$ cat config.mk
export PLATFORM = sky130hd
export DESIGN_NAME = awu_divider
export DESIGN_NICKNAME = d
export VERILOG_FILES = /design/src/hw/rtl/awu_pkg.sv /design/src/hw/rtl/awu_divider.sv
export SDC_FILE = /design/constraint.sdc
export NUM_CORES = 1
export LEC_CHECK = 0
export ABC_AREA = 1
export BUFFER_PORTS_ARGS = -buffer_cell sky130_fd_sc_hd__buf_4
export CAP_MARGIN = 30
export CORE_MARGIN = 3
export CORE_UTILIZATION = 55
export DETAILED_ROUTE_END_ITERATION = 16
export GPL_TIMING_DRIVEN = 0
export PLACE_DENSITY = 0.89
export SLEW_MARGIN = 20
export SYNTH_ARGS = -nofsm -noshare
export SYNTH_HDL_FRONTEND = slang
export SYNTH_SLANG_ARGS = --single-unit
$ cat constraint.sdc
create_clock -name clk -period 3.1 [get_ports clk]
set_clock_uncertainty 0.05 [all_clocks]
set_input_delay 0.155 -clock clk [delete_from_list [all_inputs] [get_ports clk]]
set_output_delay 0.155 -clock clk [all_outputs]
set_load 0.02 [all_outputs]
$ cat src/hw/rtl/awu_pkg.sv
package awu_pkg;

    // store geometry
    localparam int NUM_WEIGHTS = 4096;
    localparam int ADDR_W      = $clog2(NUM_WEIGHTS);

    // datapath widths
    localparam int DATA_W    = 32;
    localparam int CFG_W     = 31;
    localparam int BETA_W    = 17;
    localparam int CFG_IDX_W = 3;

    // shared divider: 48-bit dividend, 32-bit divisor, one quotient bit per cycle
    localparam int DIV_W     = 48;
    localparam int DVS_W     = 32;
    localparam int DIV_CNT_W = $clog2(DIV_W);

    // square root: radicand is a positive Q16.16 value shifted up by 16
    localparam int ROOT_W        = 47;
    localparam int LEAD_W        = $clog2(ROOT_W);
    localparam int GUESS_W       = 24;
    localparam int NEWTON_PASSES = 8;
    localparam int PASS_W        = $clog2(NEWTON_PASSES + 1);

    // register indexes
    localparam logic [CFG_IDX_W-1:0] REG_LEARNING_RATE = 3'd0;
    localparam logic [CFG_IDX_W-1:0] REG_BETA_FIRST    = 3'd1;
    localparam logic [CFG_IDX_W-1:0] REG_BETA_SECOND   = 3'd2;
    localparam logic [CFG_IDX_W-1:0] REG_EPSILON_TERM  = 3'd3;
    localparam logic [CFG_IDX_W-1:0] REG_DECAY_RATE    = 3'd4;

    // register reset values
    localparam logic [CFG_W-1:0]  LR_RESET  = 31'd66;
    localparam logic [BETA_W-1:0] B1_RESET  = 17'd58982;
    localparam logic [BETA_W-1:0] B2_RESET  = 17'd65470;
    localparam logic [CFG_W-1:0]  EPS_RESET = 31'd1;
    localparam logic [CFG_W-1:0]  DR_RESET  = 31'd0;

    localparam logic signed [DATA_W-1:0] Q_ONE = 32'sd65536;

    typedef struct packed {
        logic [11:0]               elem_index;
        logic                      start_of_step;
        logic signed [DATA_W-1:0]  weight_in;
        logic signed [DATA_W-1:0]  grad_in;
    } awu_in_t;

    typedef struct packed {
        logic signed [DATA_W-1:0]  weight_out;
        logic                      saturated;
    } awu_out_t;

    typedef struct packed {
        logic              start;
        logic [DIV_W-1:0]  dividend;
        logic [DVS_W-1:0]  divisor;
    } div_req_t;

    typedef struct packed {
        logic              busy;
        logic              done;
        logic [DIV_W-1:0]  quotient;
    } div_rsp_t;

    // clamp to signed 32 bits, flag in the top bit
    function automatic logic [DATA_W:0] sat_wide(input logic signed [63:0] v);
        logic [DATA_W:0] r;
        if (v > 64'sd2147483647)
            r = {1'b1, 32'h7FFF_FFFF};
        else if (v < -64'sd2147483648)
            r = {1'b1, 32'h8000_0000};
        else
            r = {1'b0, v[DATA_W-1:0]};
        return r;
    endfunction

    // Q16.16 product: round half up, floor shift
    function automatic logic [DATA_W:0] qmul_round(input logic signed [63:0] p);
        logic signed [63:0] r;
        r = (p + 64'sd32768) >>> 16;
        return sat_wide(r);
    endfunction

    function automatic logic [DATA_W:0] add_sat(input logic signed [DATA_W-1:0] a,
                                                input logic signed [DATA_W-1:0] b);
        logic signed [63:0] s;
        s = {{32{a[DATA_W-1]}}, a} + {{32{b[DATA_W-1]}}, b};
        return sat_wide(s);
    endfunction

    function automatic logic [DATA_W:0] sub_sat(input logic signed [DATA_W-1:0] a,
                                                input logic signed [DATA_W-1:0] b);
        logic signed [63:0] s;
        s = {{32{a[DATA_W-1]}}, a} - {{32{b[DATA_W-1]}}, b};
        return sat_wide(s);
    endfunction

    // magnitude of a, scaled by 2^16, as divider dividend
    function automatic logic [DIV_W-1:0] div_mag(input logic signed [DATA_W-1:0] a);
        logic [DATA_W-1:0] m;
        m = a[DATA_W-1] ? (~a + 32'd1) : a;
        return {m, 16'b0};
    endfunction

    // apply sign to an unsigned quotient and clamp
    function automatic logic [DATA_W:0] div_fix(input logic [DIV_W-1:0] q, input logic neg);
        logic [DATA_W:0]   r;
        logic [DATA_W-1:0] n;
        n = ~q[DATA_W-1:0] + 32'd1;
        if (neg) begin
            if (q > 48'h0000_8000_0000)
                r = {1'b1, 32'h8000_0000};
            else
                r = {1'b0, n};
        end
        else begin
            if (q > 48'h0000_7FFF_FFFF)
                r = {1'b1, 32'h7FFF_FFFF};
            else
                r = {1'b0, q[DATA_W-1:0]};
        end
        return r;
    endfunction

endpackage

$ cat src/hw/rtl/awu_divider.sv
module awu_divider (
    input  logic                clk,
    input  logic                rst_n,
    input  awu_pkg::div_req_t   req,
    output awu_pkg::div_rsp_t   rsp
);

    logic                          busy_reg;
    logic                          done_reg;
    logic [awu_pkg::DIV_CNT_W-1:0] cnt_reg;
    logic [awu_pkg::DIV_W-1:0]     quo_reg;
    logic [awu_pkg::DVS_W-1:0]     rem_reg;
    logic [awu_pkg::DVS_W-1:0]     dvs_reg;

    logic [awu_pkg::DVS_W:0]       rem_sh;
    logic [awu_pkg::DVS_W+1:0]     trial;
    logic                          qbit;

    // one restoring step per cycle
    always_comb
    begin
        rem_sh = {rem_reg, quo_reg[awu_pkg::DIV_W-1]};
        trial  = {1'b0, rem_sh} - {2'b0, dvs_reg};
        qbit   = ~trial[awu_pkg::DVS_W+1];
    end

    // control
    always_ff @(posedge clk or negedge rst_n)
    begin
        if (!rst_n)
        begin
            busy_reg <= 1'b0;
            done_reg <= 1'b0;
            cnt_reg  <= '0;
        end
        else
        begin
            done_reg <= 1'b0;
            if (req.start && !busy_reg)
            begin
                busy_reg <= 1'b1;
                cnt_reg  <= '0;
            end
            else if (busy_reg)
            begin
                cnt_reg <= cnt_reg + 1'b1;
                if (cnt_reg == awu_pkg::DIV_CNT_W'(awu_pkg::DIV_W - 1))
                begin
                    busy_reg <= 1'b0;
                    done_reg <= 1'b1;
                end
            end
        end
    end

    // remainder and quotient shift
    always_ff @(posedge clk)
    begin
        if (req.start && !busy_reg)
        begin
            quo_reg <= req.dividend;
            rem_reg <= '0;
            dvs_reg <= req.divisor;
        end
        else if (busy_reg)
        begin
            rem_reg <= qbit ? trial[awu_pkg::DVS_W-1:0] : rem_sh[awu_pkg::DVS_W-1:0];
            quo_reg <= {quo_reg[awu_pkg::DIV_W-2:0], qbit};
        end
    end

    assign rsp.busy     = busy_reg;
    assign rsp.done     = done_reg;
    assign rsp.quotient = quo_reg;

endmodule

==> run metrics, run 1 <==
Reg power frac 26.4%; largest net degree at the start of global routing between 40 and 50; Tcrit/Tclk final a little under 90%; Area Overhead vs Synth 34.7%; RSZ-0062 raised after global routing no; DRT Wirelength 28.0 mm; top-count cell post-synth nand2_1; io pins 133; H-tree depth 4; vias per cell between 5 and 6; internal power about 6200 µW; CP startpoint quo_reg[47]$_DFFE_PP_; clk sinks between 100 and 150; DR WL/cell 18.8 µm; first-pass GRT wire length 43.6 mm; syn nets 1181; core area roughly 14000 µm²; CTS tree yes; Final TNS setup 0 ns; Sw Pwr around 5400 µW; Remaining DRCs 0; drt initial violations about 1100; worst slew pin tran between 1 and 1.5 ns; Setup CP Type register to register; clock latency on the worst-skew pair 0.44 ns; cts hold-fix bufs 80; R2R cell count 15; Synth Flop Type edfxtp_1; routability cong. ~1.0; clock slew at reported path FFs around 0.070 ns; Yosys warning count 0; height of the die between 100 and 150 µm; final antenna-violating net count 0; worst path bufs/invs 2; Global Route Usage Sum between 30 and 40%; clock power share between 10% and 20%; Final Non-Filler Cells 1486; status complete, no violations; largest delay contributor family on the critical path simple AND/OR/NAND/NOR gates; Max-slew headroom a little under a third; total number of vias ~8400; crit path max fanout 4; WP data arrival 3.02 ns; die width between 100 and 150 µm; ANT cells 0; initial antenna violation count 0; Switching Fraction a little under half; Post-Syn Area per Cell 7.28 µm²; IO buf count between 100 and 150; Root Driver clkbuf_16; top post-synthesis cells by area edfxtp_1 (31%), nand2_1 (22%), inv_1 (8.4%), dfxtp_1 (8.3%), ha_1 (5.3%); CTS-repair resized insts 0; worst hold slack 0.0254 ns; Die Footprint ~16000 µm²; TritonRoute pass-1 iters 6; CP peak stage delay between 0.4 and 0.5 ns; maximum VDD drop 671 µV; FF-to-FF End rem_reg[24]$_SDFFE_PP0P_; Crit. End Element register; Leakage 0.00548 µW; fillers 854; PwrDens about 1100 nW/µm²; Initial Utilization a little under three fifths; count of final setup violators 0; Synth async-reset ratio about 6.7%; reg-to-reg startpoint quo_reg[47]$_DFFE_PP_; Startpoint Class register; Longest Clk Path Bufs 2; cell area after synthesis between 7000 and 8000 µm²; # rows 42; number of post-CTS setup repair buffers 0; dpl cells around 1400; Req. time, crit path about 3.4 ns; Slowest cell on crit path fa_1; synthesized flop and latch total 120; Synth cell types 40; area share of the largest cell type after synthesis 31.0%; grt total ovfl 0; max-slew violation count 0; Final #Nets around 1400; layout cells sized above 1 a little under a fifth; cts bufs inserted 17; Levels on crit path 15; Yosys top cell by area edfxtp_1; r2r setup slk between 0.3 and 0.4 ns; synthesized netlist cell count 1064; detailed placement HPWL ~16 mm; post-layout util between 70 and 80%; Comb pwr share a little over half; sequential share of the synthesized area a little over two fifths; vias in the first global route around 8500; crit-path cells inv_1 > ha_1 > fa_1 > inv_1 > nand3_1 > nand3_1 > nand2_1 > nand2_1 > nand2_1 > nand3_1 > nand2_1 > nand2_1 > nand2_1 > nand3_1 > nand2_1; EDFF count, synth 80; highest clock rate approximately 370 MHz; top cells by count, synth nand2_1 (460), inv_1 (174), edfxtp_1 (80); Max-cap violations 0; most used cell, CP nand2_1; max reg flops 48; Final Hold Fails 0; Final min period roughly 2.7 ns; CP Capture Point rem_reg[24]$_SDFFE_PP0P_; hold crit path type input pin to asynchronous set/reset pin
==> worst register-to-register path: stages (launching register included) <==
cell and delay (ns):
edfxtp_1 0.41, inv_1 0.09, ha_1 0.23, fa_1 0.43
inv_1 0.14, nand3_1 0.10, nand3_1 0.20, nand2_1 0.13
nand2_1 0.19, nand2_1 0.22, nand3_1 0.16, nand2_1 0.06
nand2_1 0.06, nand2_1 0.05, nand3_1 0.07, nand2_1 0.05
==> routing by layer <==
metal | vias to the layer above | routed length (µm) | track usage [%]
met1 | 3780 | 9840 | 39.9
met4 | 0 | 2010 | 24.8
met2 | 642 | 13000 | 59.0
li1 | 3771 | - | -
met5 | - | 0 | 0
met3 | 186 | 3100 | 9.91
==> area by class of cell <==
type	instances	area [µm²]	area share [%]
Buffer	29	209	2.00
Tap cell	176	220	2.11
Multi-Input combinational cell	730	3610	34.6
Clock buffer	18	429	4.11
Inverter	185	694	6.65
Sequential cell	120	3240	31.1
Clock inverter	14	196	1.88
Timing Repair Buffer	214	1840	17.6
==> kinds of logic after synthesis <==
group,Yosys count,share of synthesized area [%]
AOI/OAI and AO/OA,48,3.67
DFF,120,41.9
and+or+nand+nor,635,35.8
buffers and inverters,214,11.6
adders and majority gates,34,5.59
xor gates and xnor gates,13,1.47
==> through the flow <==
step / total power, µW / setup WS, ns / instance area [µm²]
after floorplan: 6980 / 0.235 / 7750
after global placement: 8490 / -0.955 / 8960
after detailed placement: 8690 / 0.670 / 9010
after CTS: 11000 / 0.662 / 10400
after global routing: 12100 / 0.235 / 10400
final: 11500 / 0.364 / 10400
==> how the worst min path moves through the flow <==
| stage | from | end | cells after the start |
|---|---|---|---|
| floorplan | rst_n | busy_reg$_DFF_PN0_ | 0 |
| global placement | rst_n | done_reg$_DFF_PN0_ | 1 |
| detailed placement | rst_n | done_reg$_DFF_PN0_ | 1 |
| CTS | rst_n | done_reg$_DFF_PN0_ | 2 |
| global route | rst_n | cnt_reg[5]$_DFFE_PN0P_ | 2 |
| finish | rst_n | done_reg$_DFF_PN0_ | 2 |
==> power groups by stage <==
stage | logic, µW | clock network (µW) | registers (µW)
2_1_floorplan | 3710 | 0 | 3270
3_3_place_gp | 5550 | 0 | 2940
3_5_place_dp | 5760 | 0 | 2930
4_1_cts | 5900 | 2140 | 2940
5_1_grt | 6810 | 2240 | 3080
6_report | 6280 | 2190 | 3040
==> placed cells by master, fill, tap and decap left out, types with 5 or more instances in the layout <==
| master | n |
|---|---|
| edfxtp_1 | 80 |
| buf_4 | 136 |
| nand3_1 | 67 |
| clkbuf_16 | 17 |
| inv_1 | 174 |
| nand2_1 | 460 |
| inv_2 | 10 |
| a21oi_1 | 21 |
| dfrtp_1 | 8 |
| nand2_2 | 6 |
| nand3b_2 | 9 |
| a21oi_2 | 5 |
| xnor2_1 | 8 |
| nand3_2 | 17 |
| nand4_1 | 9 |
| clkbuf_1 | 13 |
| nor2_1 | 42 |
| buf_6 | 5 |
| o21ai_1 | 10 |
| dlygate4sd3_1 | 80 |
| dfxtp_1 | 32 |
| xor2_1 | 5 |
| ha_1 | 33 |
Note: power is estimated with default switching activity, not from simulation.
==> run 2, diff against run 1 <==
- HOLD_SLACK_MARGIN: default -> 0.03
==> run 2 against run 1 <==
Compared with the run above:
- non-clock buffer count grew 2
- sequential share of layout area down 0.059 points
- core utilization rose by 0.15 points
- routed wire length is 0.21% higher
- critical path depth decreased by 9
- sequential cell count did not move
- combinational power hardly changed
- hold slack improved by 0.19 ns
- via count up 0.62%
- cell area grew 0.19%
- largest power group unchanged
==> run metrics, run 2 (synthesis gave the netlist of run 1 again) <==
Max-cap violations 0; CTS tree yes; Area Overhead vs Synth 35.0%; detailed placement HPWL 16.3 mm; dpl cells ~1400; ANT cells 0; Global Route Usage Sum between 30% and 40%; largest net degree at the start of global routing 47; final antenna-violating net count 0; Longest Clk Path Bufs 2; clock power share 18.8%; Initial Utilization between 50 and 60%; H-tree depth 4; max reg flops 48; clk sinks 120; drt initial violations 1021; status complete, no violations; clock slew at reported path FFs 0.06 ns; Die Footprint between 15000 and 20000 µm²; Root Driver clkbuf_16; r2r setup slk 0.47 ns; commonest non-fill, non-tap cell in the layout nand2_1; Reg power frac approximately a quarter; pre-CTS WS 0.670 ns; TritonRoute pass-1 iters 5; Switching Fraction a little under half; gr busiest metal met2; highest clock rate around 380 MHz; M1 GR Usage between 40% and 50%; total number of vias 8431; min setup slack post-route roughly 0.47 ns; routability cong. about 1.0; Crit. End Element register; max-slew violation count 0; count of final setup violators 0; initial antenna violation count 0; Final Non-Filler Cells between 1000 and 1500; # rows 42; cts hold-fix bufs 82; first-pass GRT wire length 44.3 mm; maximum VDD drop 717 µV; Global Route met3 Usage 9.56%; DR WL/cell between 15 and 20 µm; Final min period around 2.6 ns; cts bufs inserted 17; IO buf count about 130; met2 Track Usage GR between 50% and 60%; most frequent cells in the layout nand2_1 (460), inv_1 (174), buf_4 (136), dlygate4sd3_1 (82), edfxtp_1 (80); number of post-CTS setup repair buffers 0; WP data arrival around 2.9 ns; Remaining DRCs 0; layout cells sized above 1 about 18%; internal power 6160 µW; crit path max fanout 46; Final Hold Fails 0; grt total ovfl 0; Final #Nets ~1400; Leakage approximately 0.0055 µW; Req. time, crit path 3.38 ns; Max-slew headroom between 30% and 40%; vias in the first global route ~8600; Startpoint Class register; worst slew pin tran 0.963 ns; clock latency on the worst-skew pair about 0.43 ns; core area 13500 µm²; vias per cell around 5.7; Final TNS setup 0 ns; PwrDens 1100 nW/µm²; worst hold slack around 0.22 ns; RSZ-0062 raised after global routing no; Tcrit/Tclk final a little over four fifths; Comb pwr share a little over half; die width approximately 120 µm; DRT Wirelength 28.0 mm; Sw Pwr between 5000 and 6000 µW; CTS-repair resized insts 0; io pins roughly 130; hold crit path type input pin to register; Setup CP Type register to register; height of the die between 100 and 150 µm
==> run 2: changes by cell type in the layout (fill, tap and decap cells not counted), sizes merged <==
cell / before / now
dlygate4sd3: 80 / 82
==> run 2: metal layers <==
| metal | wire length [µm] | part of all wire (%) |
|---|---|---|
| met1 | 9990 | 36 |
| met2 | 12800 | 46 |
| met3 | 3160 | 11 |
| met4 | 2060 | 7.3 |
| met5 | 0 | 0 |
==> run 2: metrics by stage <==
step / power, µW / cell area [µm²] / util [%]
after floorplan: 6980 / 7750 / -
after global placement: 8490 / 8960 / 66.3
after global routing: 12200 / 10500 / 77.4
after CTS: 11000 / 10500 / 77.4
final: 11500 / 10500 / 77.4
after detailed placement: 8690 / 9010 / 66.7
==> run 2: final cells by class <==
type | count | area, µm²
sequential | 120 | 3240
multi-input combinational | 730 | 3610
tap | 176 | 220
clock inverter | 14 | 196
timing repair buffer | 216 | 1860
inverter | 185 | 694
fill | 847 | 3050
buffer | 29 | 209
clock buffer | 18 | 429
==> run 2: power groups by stage <==
stage / logic, µW / registers, µW / clock network, µW
after global routing: 6850 / 3090 / 2220
after CTS: 5900 / 2940 / 2140
after floorplan: 3710 / 3270 / 0
after global placement: 5550 / 2940 / 0
after detailed placement: 5760 / 2930 / 0
final: 6310 / 3060 / 2170
==> run 2: critical path, stage by stage, from the launching register on <==
cell and delay, ns:
dfrtp_1 0.42, clkbuf_1 0.33, nor2_1 0.84, inv_1 0.13
clkbuf_4 0.29, buf_12 0.24, a21oi_1 0.22
==> run 2: path summary, 6_finish.rpt <==
check / to / depth (start not counted) / startpoint
max: cnt_reg[0]$_DFFE_PN0P_ / 6 / busy_reg$_DFF_PN0_
min: rem_reg[6]$_SDFFE_PP0P_ / 4 / req[80]
max reg2reg: cnt_reg[0]$_DFFE_PN0P_ / 6 / busy_reg$_DFF_PN0_
min reg2reg: rem_reg[26]$_SDFFE_PP0P_ / 2 / rem_reg[26]$_SDFFE_PP0P_
max in group asynchronous: cnt_reg[1]$_DFFE_PN0P_ / 3 / rst_n
min in group asynchronous: cnt_reg[5]$_DFFE_PN0P_ / 3 / rst_n
==> run 3, diff against run 2 <==
- CORE_UTILIZATION: 55 -> 52
- clock period: 3.1 -> 2.33 ns (I/O delays scaled with it)
==> run 3 against run 2 <==
Compared with the run above:
- die area grew 5.5%
- via count up 0.11%
- core utilization up 0.22 points
- count of clock-buffer cells in the layout decreased by 1
- sequential share of layout area is 1.6 points lower
- critical path depth increased by 10
- combinational power grew 46%
- global-route usage down 3.3 points
- hold slack improved by 0.14 ns
- final cell count rose by 1.3%
- power grew 40%
- largest power group unchanged
==> run metrics, run 3 (synthesis gave the netlist of run 1 again) <==
core area 14200 µm²; WP data arrival about 2.6 ns; layout cells sized above 1 22.8%; hold crit path type input pin to register; Levels on crit path 16; highest clock rate between 400 and 500 MHz; height of the die 128 µm; Remaining DRCs 0; Root Driver clkbuf_16; CP startpoint dvs_reg[6]$_DFFE_PP_; worst slew pin tran slightly above 0.6 ns; Longest Clk Path Bufs 2; count of final setup violators 0; max-slew violation count 0; Global Route Usage Sum around a third; DR WL/cell ~19 µm; Req. time, crit path about 2.6 ns; Setup CP Type register to register; PwrDens 1460 nW/µm²; most used cell, CP nand2_1; Startpoint Class register; die width 128 µm; FF-to-FF End rem_reg[14]$_SDFFE_PP0P_; Leakage 0.00565 µW; CTS tree yes; detailed placement HPWL 16.1 mm; cts bufs inserted 17; ANT cells 0; min setup slack post-route between 0.007 and 0.008 ns; Area Overhead vs Synth 42.4%; Final Non-Filler Cells 1508; DRT Wirelength around 28 mm; reg-to-reg startpoint dvs_reg[6]$_DFFE_PP_; Crit. End Element register; Initial Utilization 54.6%; maximum VDD drop ~930 µV; initial antenna violation count 0; Max-cap violations 0; worst path bufs/invs 4; Max-slew headroom roughly three fifths; largest delay contributor family on the critical path simple AND/OR/NAND/NOR gates; fillers 882; Final min period 2.32 ns; Final Hold Fails 0; crit-path cells inv_1 > ha_4 > nand2_1 > nand2_1 > nand2_1 > nand2_1 > inv_2 > nand3_2 > nand2_2 > nand2_4 > nand2_8 > buf_12 > buf_12 > nand3b_2 > nand3_1 > nand2_1; worst hold slack around 0.36 ns; Tcrit/Tclk final 99.7%; RSZ-0062 raised after global routing yes; Slowest cell on crit path edfxtp_1; clock slew at reported path FFs approximately 0.060 ns; H-tree depth 4; crit path max fanout 10; drt initial violations between 900 and 1000; r2r setup slk about 0.0071 ns; status complete, no violations; routability cong. around 0.99; grt total ovfl 0; total number of vias 8440; io pins around 130; clock latency on the worst-skew pair approximately 0.43 ns; largest net degree at the start of global routing 58; # rows between 40 and 50; TritonRoute pass-1 iters 6; CP Capture Point rem_reg[14]$_SDFFE_PP0P_; final antenna-violating net count 0; max reg flops between 40 and 50; vias in the first global route 8175; commonest non-fill, non-tap cell in the layout nand2_1; Power Total about 16000 µW; vias per cell about 5.6; Die Footprint ~16000 µm²; CP peak stage delay 0.36 ns; first-pass GRT wire length about 41 mm; Final #Nets roughly 1400; clk sinks 120; R2R cell count 16; pre-CTS WS -0.203 ns; most frequent cells in the layout nand2_1 (448), inv_1 (169), buf_4 (146), dlygate4sd3_1 (83), edfxtp_1 (80); Final TNS setup 0 ns; dpl cells 1377; IO buf count about 130
-- run 3: worst min-delay path by stage --
stage	start	endpoint	slack, ns	cells after the start
final	req[27]	dvs_reg[27]$_DFFE_PP_	0.36	2
after global routing	req[5]	dvs_reg[5]$_DFFE_PP_	0.36	2
after CTS	req[24]	dvs_reg[24]$_DFFE_PP_	0.35	2
after detailed placement	rst_n	cnt_reg[4]$_DFFE_PN0P_	-0.11	1
after global placement	rst_n	done_reg$_DFF_PN0_	-0.11	1
after floorplan	rst_n	busy_reg$_DFF_PN0_	-0.23	0
-- run 3: what timing repair did --
item,CTS,global route
hold buffers,83,0
gates cloned,0,6
hold endpoints to repair,92,0
buffers inserted,0,10
resized for setup,4,72
setup endpoints to repair,59,82
pin swaps,0,12
-- run 3: power by group --
group | total (µW) | internal, µW | switching [µW]
logic | 9220 | 3680 | 5540
registers | 4100 | 3350 | 743
clock network | 2820 | 1710 | 1110
-- run 3: cell type report --
class | instances | area, µm² | share of cell area, %
timing repair buffer | 232 | 2070 | 18.8
sequential | 120 | 3240 | 29.4
inverter | 185 | 694 | 6.30
multi-input combinational | 730 | 3910 | 35.4
buffer | 29 | 273 | 2.47
clock inverter | 15 | 190 | 1.72
tap | 180 | 225 | 2.04
clock buffer | 17 | 425 | 3.86
-- run 3: worst reg2reg max path, cell delays in order (launching register included) --
cell and delay, ns:
edfxtp_1 0.36, inv_1 0.09, ha_4 0.22, nand2_1 0.11, nand2_1 0.12, nand2_1 0.09, nand2_1 0.10, inv_2 0.07
nand3_2 0.12, nand2_2 0.13, nand2_4 0.08, nand2_8 0.10, buf_12 0.15, buf_12 0.15, nand3b_2 0.09, nand3_1 0.10
nand2_1 0.09
-- run 3: through the flow --
step                      cell area (µm²)  util (%)
after floorplan                      7750         -
after global placement               8970      63.1
after detailed placement             9000      63.3
after CTS                           10500      73.6
after global routing                11000      77.7
final                               11000      77.7
-- run 3: metal layers --
layer | up-vias | wire length, µm | global-route usage [%] | part of all wire (%)
li1 | 3813 | - | - | -
met1 | 3873 | 9960 | 38.7 | 36
met4 | 0 | 1760 | 16.6 | 6.3
met3 | 149 | 2940 | 7.17 | 10
met5 | - | 0 | 0 | 0
met2 | 605 | 13400 | 55.7 | 48
